===== src/sha_pkg.sv =====
// sha-256 stream hasher package: round constants, initial hash values and
// the command beat type shared by the front end and the compression engine
// depends on nothing
`timescale 1ns / 1ps
`default_nettype none
package sha_pkg;

  localparam int unsigned QDEPTH = 4;
  localparam int unsigned QAW = 2;

  // action codes of an input beat
  localparam logic ACT_ABSORB = 1'b0;
  localparam logic ACT_FINISH = 1'b1;

  typedef struct packed {
    logic       action;
    logic [7:0] data_byte;
  } cmd_t;

  function automatic logic [31:0] round_k(input logic [5:0] r);
    logic [31:0] k;
    case (r)
      6'd0: k = 32'h428a2f98; 6'd1: k = 32'h71374491;
      6'd2: k = 32'hb5c0fbcf; 6'd3: k = 32'he9b5dba5;
      6'd4: k = 32'h3956c25b; 6'd5: k = 32'h59f111f1;
      6'd6: k = 32'h923f82a4; 6'd7: k = 32'hab1c5ed5;
      6'd8: k = 32'hd807aa98; 6'd9: k = 32'h12835b01;
      6'd10: k = 32'h243185be; 6'd11: k = 32'h550c7dc3;
      6'd12: k = 32'h72be5d74; 6'd13: k = 32'h80deb1fe;
      6'd14: k = 32'h9bdc06a7; 6'd15: k = 32'hc19bf174;
      6'd16: k = 32'he49b69c1; 6'd17: k = 32'hefbe4786;
      6'd18: k = 32'h0fc19dc6; 6'd19: k = 32'h240ca1cc;
      6'd20: k = 32'h2de92c6f; 6'd21: k = 32'h4a7484aa;
      6'd22: k = 32'h5cb0a9dc; 6'd23: k = 32'h76f988da;
      6'd24: k = 32'h983e5152; 6'd25: k = 32'ha831c66d;
      6'd26: k = 32'hb00327c8; 6'd27: k = 32'hbf597fc7;
      6'd28: k = 32'hc6e00bf3; 6'd29: k = 32'hd5a79147;
      6'd30: k = 32'h06ca6351; 6'd31: k = 32'h14292967;
      6'd32: k = 32'h27b70a85; 6'd33: k = 32'h2e1b2138;
      6'd34: k = 32'h4d2c6dfc; 6'd35: k = 32'h53380d13;
      6'd36: k = 32'h650a7354; 6'd37: k = 32'h766a0abb;
      6'd38: k = 32'h81c2c92e; 6'd39: k = 32'h92722c85;
      6'd40: k = 32'ha2bfe8a1; 6'd41: k = 32'ha81a664b;
      6'd42: k = 32'hc24b8b70; 6'd43: k = 32'hc76c51a3;
      6'd44: k = 32'hd192e819; 6'd45: k = 32'hd6990624;
      6'd46: k = 32'hf40e3585; 6'd47: k = 32'h106aa070;
      6'd48: k = 32'h19a4c116; 6'd49: k = 32'h1e376c08;
      6'd50: k = 32'h2748774c; 6'd51: k = 32'h34b0bcb5;
      6'd52: k = 32'h391c0cb3; 6'd53: k = 32'h4ed8aa4a;
      6'd54: k = 32'h5b9cca4f; 6'd55: k = 32'h682e6ff3;
      6'd56: k = 32'h748f82ee; 6'd57: k = 32'h78a5636f;
      6'd58: k = 32'h84c87814; 6'd59: k = 32'h8cc70208;
      6'd60: k = 32'h90befffa; 6'd61: k = 32'ha4506ceb;
      6'd62: k = 32'hbef9a3f7; 6'd63: k = 32'hc67178f2;
      default: k = 32'h0;
    endcase
    return k;
  endfunction

  function automatic logic [31:0] initial_h(input logic [2:0] i);
    logic [31:0] h;
    case (i)
      3'd0: h = 32'h6a09e667; 3'd1: h = 32'hbb67ae85;
      3'd2: h = 32'h3c6ef372; 3'd3: h = 32'ha54ff53a;
      3'd4: h = 32'h510e527f; 3'd5: h = 32'h9b05688c;
      3'd6: h = 32'h1f83d9ab; 3'd7: h = 32'h5be0cd19;
      default: h = 32'h0;
    endcase
    return h;
  endfunction

endpackage
`default_nettype wire


===== src/sha256_stream_hasher.sv =====
// top level: command queue in front of the sha-256 compression engine
// depends on sha_pkg, sha_cmd_fifo, sha_engine
//
// usage
//   input queue: push with action/data_byte while full is low. action 0
//   absorbs a byte, action 1 finishes the message.
//   result queue: while empty is low digest_word/word_index/last show the
//   next digest word; pop takes it. a finish gives eight beats, H0 first.
//   flow: a pushed beat goes through the queue to the engine when idle;
//   the engine takes no beat while it pads, compresses or outputs. each
//   64th absorbed byte starts a compression: 64 rounds plus an add. a
//   finish writes the 0x80 marker, pads the rest of the block and
//   compresses it; at byte offset 56 or later it adds a length block.
//   then the eight output beats, one per cycle while pop is high.
//   a four-entry command queue lets the sender keep pushing while the
//   engine compresses; full rises when it fills.
//   reset loads the initial hash values and clears the byte count.
//   while the receiver holds off pop the digest beat holds and the engine
//   stops taking commands; the queue still takes up to four beats.
`timescale 1ns / 1ps
`default_nettype none
module sha256_stream_hasher (
  input  wire logic        clk,
  input  wire logic        rst,
  input  wire logic        push,
  output logic             full,
  input  wire logic        action,
  input  wire logic [7:0]  data_byte,
  output logic             empty,
  input  wire logic        pop,
  output logic [31:0]      digest_word,
  output logic [2:0]       word_index,
  output logic             last
);
  sha_pkg::cmd_t in_cmd, q_cmd;
  logic q_empty, q_take;

  assign in_cmd.action    = action;
  assign in_cmd.data_byte = data_byte;

  sha_cmd_fifo u_fifo (
    .clk(clk), .rst(rst), .wr_en(push), .wr_data(in_cmd), .full(full),
    .rd_en(q_take), .rd_data(q_cmd), .empty(q_empty)
  );

  sha_engine u_engine (
    .clk(clk), .rst(rst), .cmd_valid(!q_empty), .cmd(q_cmd), .cmd_take(q_take),
    .digest_word(digest_word), .word_index(word_index), .last(last),
    .empty(empty), .pop(pop)
  );
endmodule
`default_nettype wire


===== src/sha_cmd_fifo.sv =====
// short command queue between the input side and the compression engine
// depends on sha_pkg
`timescale 1ns / 1ps
`default_nettype none
module sha_cmd_fifo (
  input  wire logic          clk,
  input  wire logic          rst,
  input  wire logic          wr_en,
  input  wire sha_pkg::cmd_t wr_data,
  output logic               full,
  input  wire logic          rd_en,
  output sha_pkg::cmd_t      rd_data,
  output logic               empty
);
  sha_pkg::cmd_t slots [sha_pkg::QDEPTH];
  logic [sha_pkg::QAW-1:0] wr_ptr;
  logic [sha_pkg::QAW-1:0] rd_ptr;
  logic [sha_pkg::QAW:0]   count;

  assign full    = (count == (sha_pkg::QAW+1)'(sha_pkg::QDEPTH));
  assign empty   = (count == '0);
  assign rd_data = slots[rd_ptr];

  // slot storage
  always_ff @(posedge clk) begin
    if (wr_en && !full) slots[wr_ptr] <= wr_data;
  end

  // pointers and fill count
  always_ff @(posedge clk) begin
    if (rst) begin
      wr_ptr <= '0;
      rd_ptr <= '0;
      count  <= '0;
    end else begin
      if (wr_en && !full) wr_ptr <= wr_ptr + 1'b1;
      if (rd_en && !empty) rd_ptr <= rd_ptr + 1'b1;
      count <= count + (sha_pkg::QAW+1)'(wr_en && !full)
                     - (sha_pkg::QAW+1)'(rd_en && !empty);
    end
  end
endmodule
`default_nettype wire


===== src/sha_engine.sv =====
// back end: block buffer, padding sequencer, 64-round compression and
// digest output register; depends on sha_pkg
`timescale 1ns / 1ps
`default_nettype none
module sha_engine (
  input  wire logic          clk,
  input  wire logic          rst,
  input  wire logic          cmd_valid,
  input  wire sha_pkg::cmd_t cmd,
  output logic               cmd_take,
  output logic [31:0]        digest_word,
  output logic [2:0]         word_index,
  output logic               last,
  output logic               empty,
  input  wire logic          pop
);
  localparam logic [2:0] S_IDLE = 3'd0;
  localparam logic [2:0] S_PAD  = 3'd1;
  localparam logic [2:0] S_RND  = 3'd2;
  localparam logic [2:0] S_ADD  = 3'd3;
  localparam logic [2:0] S_OUT  = 3'd4;

  logic [2:0]  state;
  logic [31:0] blk [16];  // block buffer, big-endian words
  logic [31:0] hw [8];
  logic [31:0] v [8];
  logic [31:0] wr [16];
  logic [60:0] byte_count;
  logic [5:0]  pos;
  logic [5:0]  rnd;
  logic        fin;       // current compression is the last one of a finish
  logic        len_blk;   // padding pass writes the length
  logic [2:0]  oidx;
  logic        pad_pending;

  // schedule word and round function
  logic [3:0]  j;
  logic [31:0] wt, a1, a14, s0, s1, b1, ch, t1, b0, mj;
  logic [63:0] bits;
  always_comb begin
    j   = rnd[3:0];
    a1  = wr[j + 4'd1];
    a14 = wr[j + 4'd14];
    s0  = {a1[6:0], a1[31:7]} ^ {a1[17:0], a1[31:18]} ^ (a1 >> 3);
    s1  = {a14[16:0], a14[31:17]} ^ {a14[18:0], a14[31:19]} ^ (a14 >> 10);
    if (rnd[5:4] == 2'b00)
      wt = blk[rnd[3:0]];
    else
      wt = wr[j] + s0 + wr[j + 4'd9] + s1;
    b1 = {v[4][5:0], v[4][31:6]} ^ {v[4][10:0], v[4][31:11]}
       ^ {v[4][24:0], v[4][31:25]};
    ch = (v[4] & v[5]) ^ (~v[4] & v[6]);
    t1 = v[7] + b1 + ch + sha_pkg::round_k(rnd) + wt;
    b0 = {v[0][1:0], v[0][31:2]} ^ {v[0][12:0], v[0][31:13]}
       ^ {v[0][21:0], v[0][31:22]};
    mj = (v[0] & v[1]) ^ (v[0] & v[2]) ^ (v[1] & v[2]);
    bits = {byte_count, 3'd0};
  end

  assign cmd_take    = cmd_valid && (state == S_IDLE);
  assign empty       = (state != S_OUT);
  assign digest_word = hw[oidx];
  assign word_index  = oidx;
  assign last        = (oidx == 3'd7);

  // block buffer writes: absorb bytes, the finish marker and one padding byte per cycle
  always_ff @(posedge clk) begin
    if (cmd_take) begin
      if (cmd.action == sha_pkg::ACT_ABSORB)
        blk[pos[5:2]][{~pos[1:0], 3'b000} +: 8] <= cmd.data_byte;
      else
        blk[pos[5:2]][{~pos[1:0], 3'b000} +: 8] <= 8'h80;
    end else if (state == S_PAD) begin
      if (len_blk && pos >= 6'd56)
        blk[pos[5:2]][{~pos[1:0], 3'b000} +: 8] <= bits[{~pos[2:0], 3'b000} +: 8];
      else
        blk[pos[5:2]][{~pos[1:0], 3'b000} +: 8] <= 8'h00;
    end
  end

  // round datapath
  always_ff @(posedge clk) begin
    if (state == S_RND) begin
      wr[j] <= wt;
      v[7] <= v[6]; v[6] <= v[5]; v[5] <= v[4];
      v[4] <= v[3] + t1;
      v[3] <= v[2]; v[2] <= v[1]; v[1] <= v[0];
      v[0] <= t1 + b0 + mj;
    end else begin
      for (int i = 0; i < 8; i++) v[i] <= hw[i];
    end
  end

  // finish in progress whose length block is still to come
  always_ff @(posedge clk) begin
    if (rst) pad_pending <= 1'b0;
    else if (cmd_take) pad_pending <= (cmd.action == sha_pkg::ACT_FINISH) && (pos >= 6'd56);
    else if (state == S_ADD) pad_pending <= 1'b0;
  end

  // sequencer
  always_ff @(posedge clk) begin
    if (rst) begin
      state <= S_IDLE;
      byte_count <= '0;
      pos <= '0; rnd <= '0; fin <= 1'b0; len_blk <= 1'b0; oidx <= '0;
      for (int i = 0; i < 8; i++) hw[i] <= sha_pkg::initial_h(3'(i));
    end else begin
      case (state)
        S_IDLE: if (cmd_take) begin
          pos <= pos + 6'd1;
          if (cmd.action == sha_pkg::ACT_ABSORB) begin
            byte_count <= byte_count + 61'd1;
            if (pos == 6'd63) begin
              fin <= 1'b0; rnd <= '0; state <= S_RND;
            end
          end else begin
            len_blk <= (pos < 6'd56);
            if (pos == 6'd63) begin
              fin <= 1'b0; rnd <= '0; state <= S_RND;
            end else state <= S_PAD;
          end
        end
        S_PAD: begin
          pos <= pos + 6'd1;
          if (pos == 6'd63) begin
            fin <= len_blk; rnd <= '0; state <= S_RND;
          end
        end
        S_RND: begin
          rnd <= rnd + 6'd1;
          if (rnd == 6'd63) state <= S_ADD;
        end
        S_ADD: begin
          for (int i = 0; i < 8; i++) hw[i] <= hw[i] + v[i];
          if (fin) begin
            oidx <= '0; state <= S_OUT;
          end else if (pad_pending) begin
            // short tail: after the marker block, run a length block
            len_blk <= 1'b1; pos <= '0; state <= S_PAD;
          end else state <= S_IDLE;
        end
        S_OUT: if (pop) begin
          oidx <= oidx + 3'd1;
          if (oidx == 3'd7) begin
            state <= S_IDLE;
            byte_count <= '0;
            pos <= '0;
            for (int i = 0; i < 8; i++) hw[i] <= sha_pkg::initial_h(3'(i));
          end
        end
        default: state <= S_IDLE;
      endcase
    end
  end
endmodule
`default_nettype wire


===== config.mk =====
export PLATFORM = sky130hd
export DESIGN_NAME = sha256_stream_hasher
export DESIGN_NICKNAME = d
export VERILOG_FILES = /design/src/sha_pkg.sv /design/src/sha256_stream_hasher.sv /design/src/sha_cmd_fifo.sv /design/src/sha_engine.sv
export SDC_FILE = /design/constraint.sdc
export NUM_CORES = 2
export LEC_CHECK = 0
export ABC_AREA = 1
export BUFFER_PORTS_ARGS = -buffer_cell sky130_fd_sc_hd__buf_2
export CORE_ASPECT_RATIO = 2
export CORE_MARGIN = 4
export CORE_UTILIZATION = 45
export CTS_BUF_LIST = sky130_fd_sc_hd__clkbuf_2 sky130_fd_sc_hd__clkbuf_4 sky130_fd_sc_hd__clkbuf_8
export DETAILED_ROUTE_END_ITERATION = 8
export SETUP_SLACK_MARGIN = 0.1
export SYNTH_ARGS = -nofsm -noshare
export SYNTH_HDL_FRONTEND = slang
export SYNTH_HIERARCHICAL = 1
export SYNTH_SLANG_ARGS = --single-unit

===== constraint.sdc =====
create_clock -name clk -period 15.1 [get_ports clk]
set_input_delay 0.755 -clock clk [delete_from_list [all_inputs] [get_ports clk]]
set_output_delay 0.755 -clock clk [all_outputs]
set_load 0.03 [all_outputs]

==> metrics.yaml <==
status:
  run_status: "finished with violations"
  violations: "capacitance limit, slew limit"
floorplan:
  coreArea_um2: 234300
  width_of_the_die_um: 351.4
  start_util: 0.4529
  ioPinCount: 51
  dieHeight_um: 694.7
  std_cell_rows: 251
  die_area_um2: 244100
detailed_routing:
  drt-initial-drc-count: 9702
  drtAntennaViolNets: 0
  drtPass1Iterations: 7
  vias_per_cell: 6.181
  detail_route.wl_per_cell_um: 32.06
  detail_route.drc_violations: 0
  via_count: 98930
  sum_of_routed_wire_length_over_all_layers_um: 513100
yosys:
  synthMostInstantiatedCell: "sky130_fd_sc_hd__o21ai_0"
  postSynthAreaPerCell_um2: 8.280
  yosys.area_share.xor_xnor: 0.03411
  synth-adder-area-share: 0.08532
  yosysWarnings: 6
  synth.top_cells.by_area: "sky130_fd_sc_hd__edfxtp_1, sky130_fd_sc_hd__dfxtp_1, sky130_fd_sc_hd__o21ai_0"
  async_reset_ff_frac: 0
  synth_nets: 13440
  flops_latches_synth: 1702
  synth.top_cell.area_share: 0.3362
  synth_enable_flop_cells: 1188
  synthDominantAreaCellType: "sky130_fd_sc_hd__edfxtp_1"
  seq_area_frac_synth: 0.4332
  synth_simple_gate_area_frac: 0.1465
  post_synth_instance_area_um2: 106100
  yosys-mux-area-fraction: 0.002960
  synth-compound-area-share: 0.2187
  synth.lib_cells_used.distinct: 83
  synth-main-ff-cell: "sky130_fd_sc_hd__edfxtp_1"
  synth.top_cells.by_count: "sky130_fd_sc_hd__o21ai_0, sky130_fd_sc_hd__nand2_1, sky130_fd_sc_hd__inv_1"
  synthesized_instance_count: 12820
  synth_top_family_by_area: "compound AO/OA/AOI/OAI gates"
global_routing:
  antenna_found_initial: 28
  vias_in_the_first_global_route: 98920
  grt_util_all_layers: 0.4104
  grt_first_pass_wirelength_um: 711300
  grt_max_degree: 224
  global_route.overflow_total: 0
critical_path:
  worst_path_dominant_cell_family: "compound AO/OA/AOI/OAI gates"
  path_class: "register to register"
  crit_arrival_ps: 15280
  crit_required_ps: 15970
  crit_slowest_cell: "sky130_fd_sc_hd__o21ai_0"
  cp_slowest_stage_delay_ps: 930
  worst_path_most_repeated_cell: "sky130_fd_sc_hd__a21oi_1"
  worst_setup_path_start_kind: "register"
  crit_buf_inv: 7
  critPathCaptureType: "register"
  critPathMaxFanout: 109
sta:
  worst_slew_pin_slew_ps: 1581
  post-route-min-period_ps: 14410
  slew_viol_final: 10
  rsz0062_at_grt: "no"
  timing.setup.tns_ps: 0
  fmaxAchievable_mhz: 69.39
  finalCritPeriodShare: 0.9544
  timing.slew.headroom: -0.06076
  setup_violations: 0
  timing.final.hold_violations: 0
  finClkSkew_ps: 99.47
placement:
  finalWeightedCongestion: 1.065
  dpl_cell_area_um2: 110000
  place.port_buffers: 50
  placed_cells: 15470
  dp_hpwl_um: 377500
clock_network:
  htreeDepth: 5
  cts_setup_buffers: 0
  cts_made_buffers: 278
  clock_latency_ps: 1030
  cts_tree: "built"
  postCtsResizedCells: 0
  ctsRootBufferMaster: "sky130_fd_sc_hd__clkbuf_8"
  clk_path_buf_depth: 4
  cts.hold.buffers_added: 10
  cts.sink_count: 1702
  clkTransAtPathRegs_ps: 60
finish:
  areaGrowthSynthToFinish_pct: 9.192
  fin_util: 0.4946
  post-route-cell-area_um2: 115900
  layout.nets: 13350
  final_layout_size_suffix_gt1_frac: 0.08281
  layout.cells.non_filler: 16010
power:
  power_density_nw_per_um2: 170.9
  peakVddDrop_uv: 244.0
  total_leakage_power_nw: 45.87
hold_path:
  holdCritPathClass: "primary input to register"
run:
  cap_violations: 4
## cells in the final DEF, fill, tap and decap left out, types with 27 or more instances in the layout
cell type                  instances
sky130_fd_sc_hd__nand3_1         555
sky130_fd_sc_hd__a21oi_1        1315
sky130_fd_sc_hd__o221ai_1        212
sky130_fd_sc_hd__mux2_2           27
sky130_fd_sc_hd__xor2_1          224
sky130_fd_sc_hd__dfxtp_1         505
sky130_fd_sc_hd__buf_4           274
sky130_fd_sc_hd__xnor2_1         182
sky130_fd_sc_hd__clkbuf_4         74
sky130_fd_sc_hd__a31oi_1         102
sky130_fd_sc_hd__ha_1            408
sky130_fd_sc_hd__or2_2            57
sky130_fd_sc_hd__nand2_1        1723
sky130_fd_sc_hd__clkinv_2         40
sky130_fd_sc_hd__nor2_1         1077
sky130_fd_sc_hd__nor2_4           31
sky130_fd_sc_hd__fa_1            196
sky130_fd_sc_hd__o21ai_1          42
sky130_fd_sc_hd__o21bai_1         55
sky130_fd_sc_hd__buf_2            50
sky130_fd_sc_hd__clkinv_1         37
sky130_fd_sc_hd__o22ai_1          95
sky130_fd_sc_hd__clkbuf_8        309
sky130_fd_sc_hd__nor3_1          118
sky130_fd_sc_hd__o211ai_1        136
sky130_fd_sc_hd__nor2_2           27
sky130_fd_sc_hd__edfxtp_1       1188
sky130_fd_sc_hd__o21ai_0        1935
sky130_fd_sc_hd__nand4_1          45
sky130_fd_sc_hd__inv_1          1427
sky130_fd_sc_hd__a21o_1           40
sky130_fd_sc_hd__o21a_1           49
sky130_fd_sc_hd__diode_2          35
## layout make-up
| type | count | area, µm² |
|---|---|---|
| sequential | 1702 | 45990 |
| inverter | 1461 | 5539 |
| clock buffer | 383 | 4808 |
| fill | 22640 | 118400 |
| multi-input combinational | 8938 | 52150 |
| antenna | 35 | 87.58 |
| tap | 3036 | 3799 |
| timing repair buffer | 347 | 2663 |
| clock inverter | 103 | 830.8 |
## sequential cells by signal (all words and copies together) (netlist names), named ones only
name and cells:
u_engine/v 256, u_engine/state 3, u_engine/word_index 3, u_fifo/rd_ptr 2
u_engine/rnd 6, u_engine/blk 512, u_fifo/count 3, u_engine/byte_count 61
u_engine/wr 512, u_engine/pad_pending 1, u_fifo/wr_ptr 2, u_engine/pos 6
u_engine/fin 1, u_engine/len_blk 1, u_fifo/slots 36, u_engine/hw 256
## worst paths after layout
kind	cells past startpoint	end	startpoint	slack, ps
max	52	u_engine/v[0][31]	u_engine/rnd[0]	690
min	3	u_fifo/wr_ptr[0]	push	80
min reg2reg	2	u_engine/v[1][68]	u_engine/v[1][36]	470
max reg2reg	52	u_engine/v[0][31]	u_engine/rnd[0]	690
## through the flow
step | hold WS [ps] | setup slack [ps] | power (W)
6_report | 81.17 | 687.9 | 0.01980
3_5_place_dp | 468.0 | 905.1 | 0.01532
4_1_cts | 6.936 | 842.8 | 0.01967
2_1_floorplan | 439.5 | 3393 | 0.01129
3_3_place_gp | 458.6 | 667.1 | 0.01536
5_1_grt | 65.23 | 220.5 | 0.02069
## worst register-to-register path, delay by kind of cell, from the launching register on
kind            cells  cell delay [ps]
flops               1              630
compound gates     21             5390
simple gates       10             1140
xor+xnor            3              650
fa+ha+maj          11             5130
buf+inv             7             1410
## kinds of logic after synthesis
family,Yosys count
xor gates and xnor gates,409
buffers and inverters,2176
muxes,28
adders and majority gates,606
AOI/OAI and AO/OA,4170
and+or+nand+nor,3725
DFF,1702
## routing by layer
layer,global-route usage,part of all wire,up-vias
met5,0,0.00015,-
met4,0.4950,0.15,12
met3,0.08208,0.068,2254
met2,0.7119,0.49,5222
met1,0.3603,0.29,47180
li1,-,-,44260
## where the power goes
group | internal, W | leakage [nW] | total, W | switching (W)
Combinational | 0.00318 | 28.0 | 0.0100 | 0.00686
Clock | 0.00227 | 2.97 | 0.00432 | 0.00205
Sequential | 0.00535 | 14.9 | 0.00543 | 0.0000773
Total | 0.0108 | 45.9 | 0.0198 | 0.00899
(Power assumes the default switching activity.)
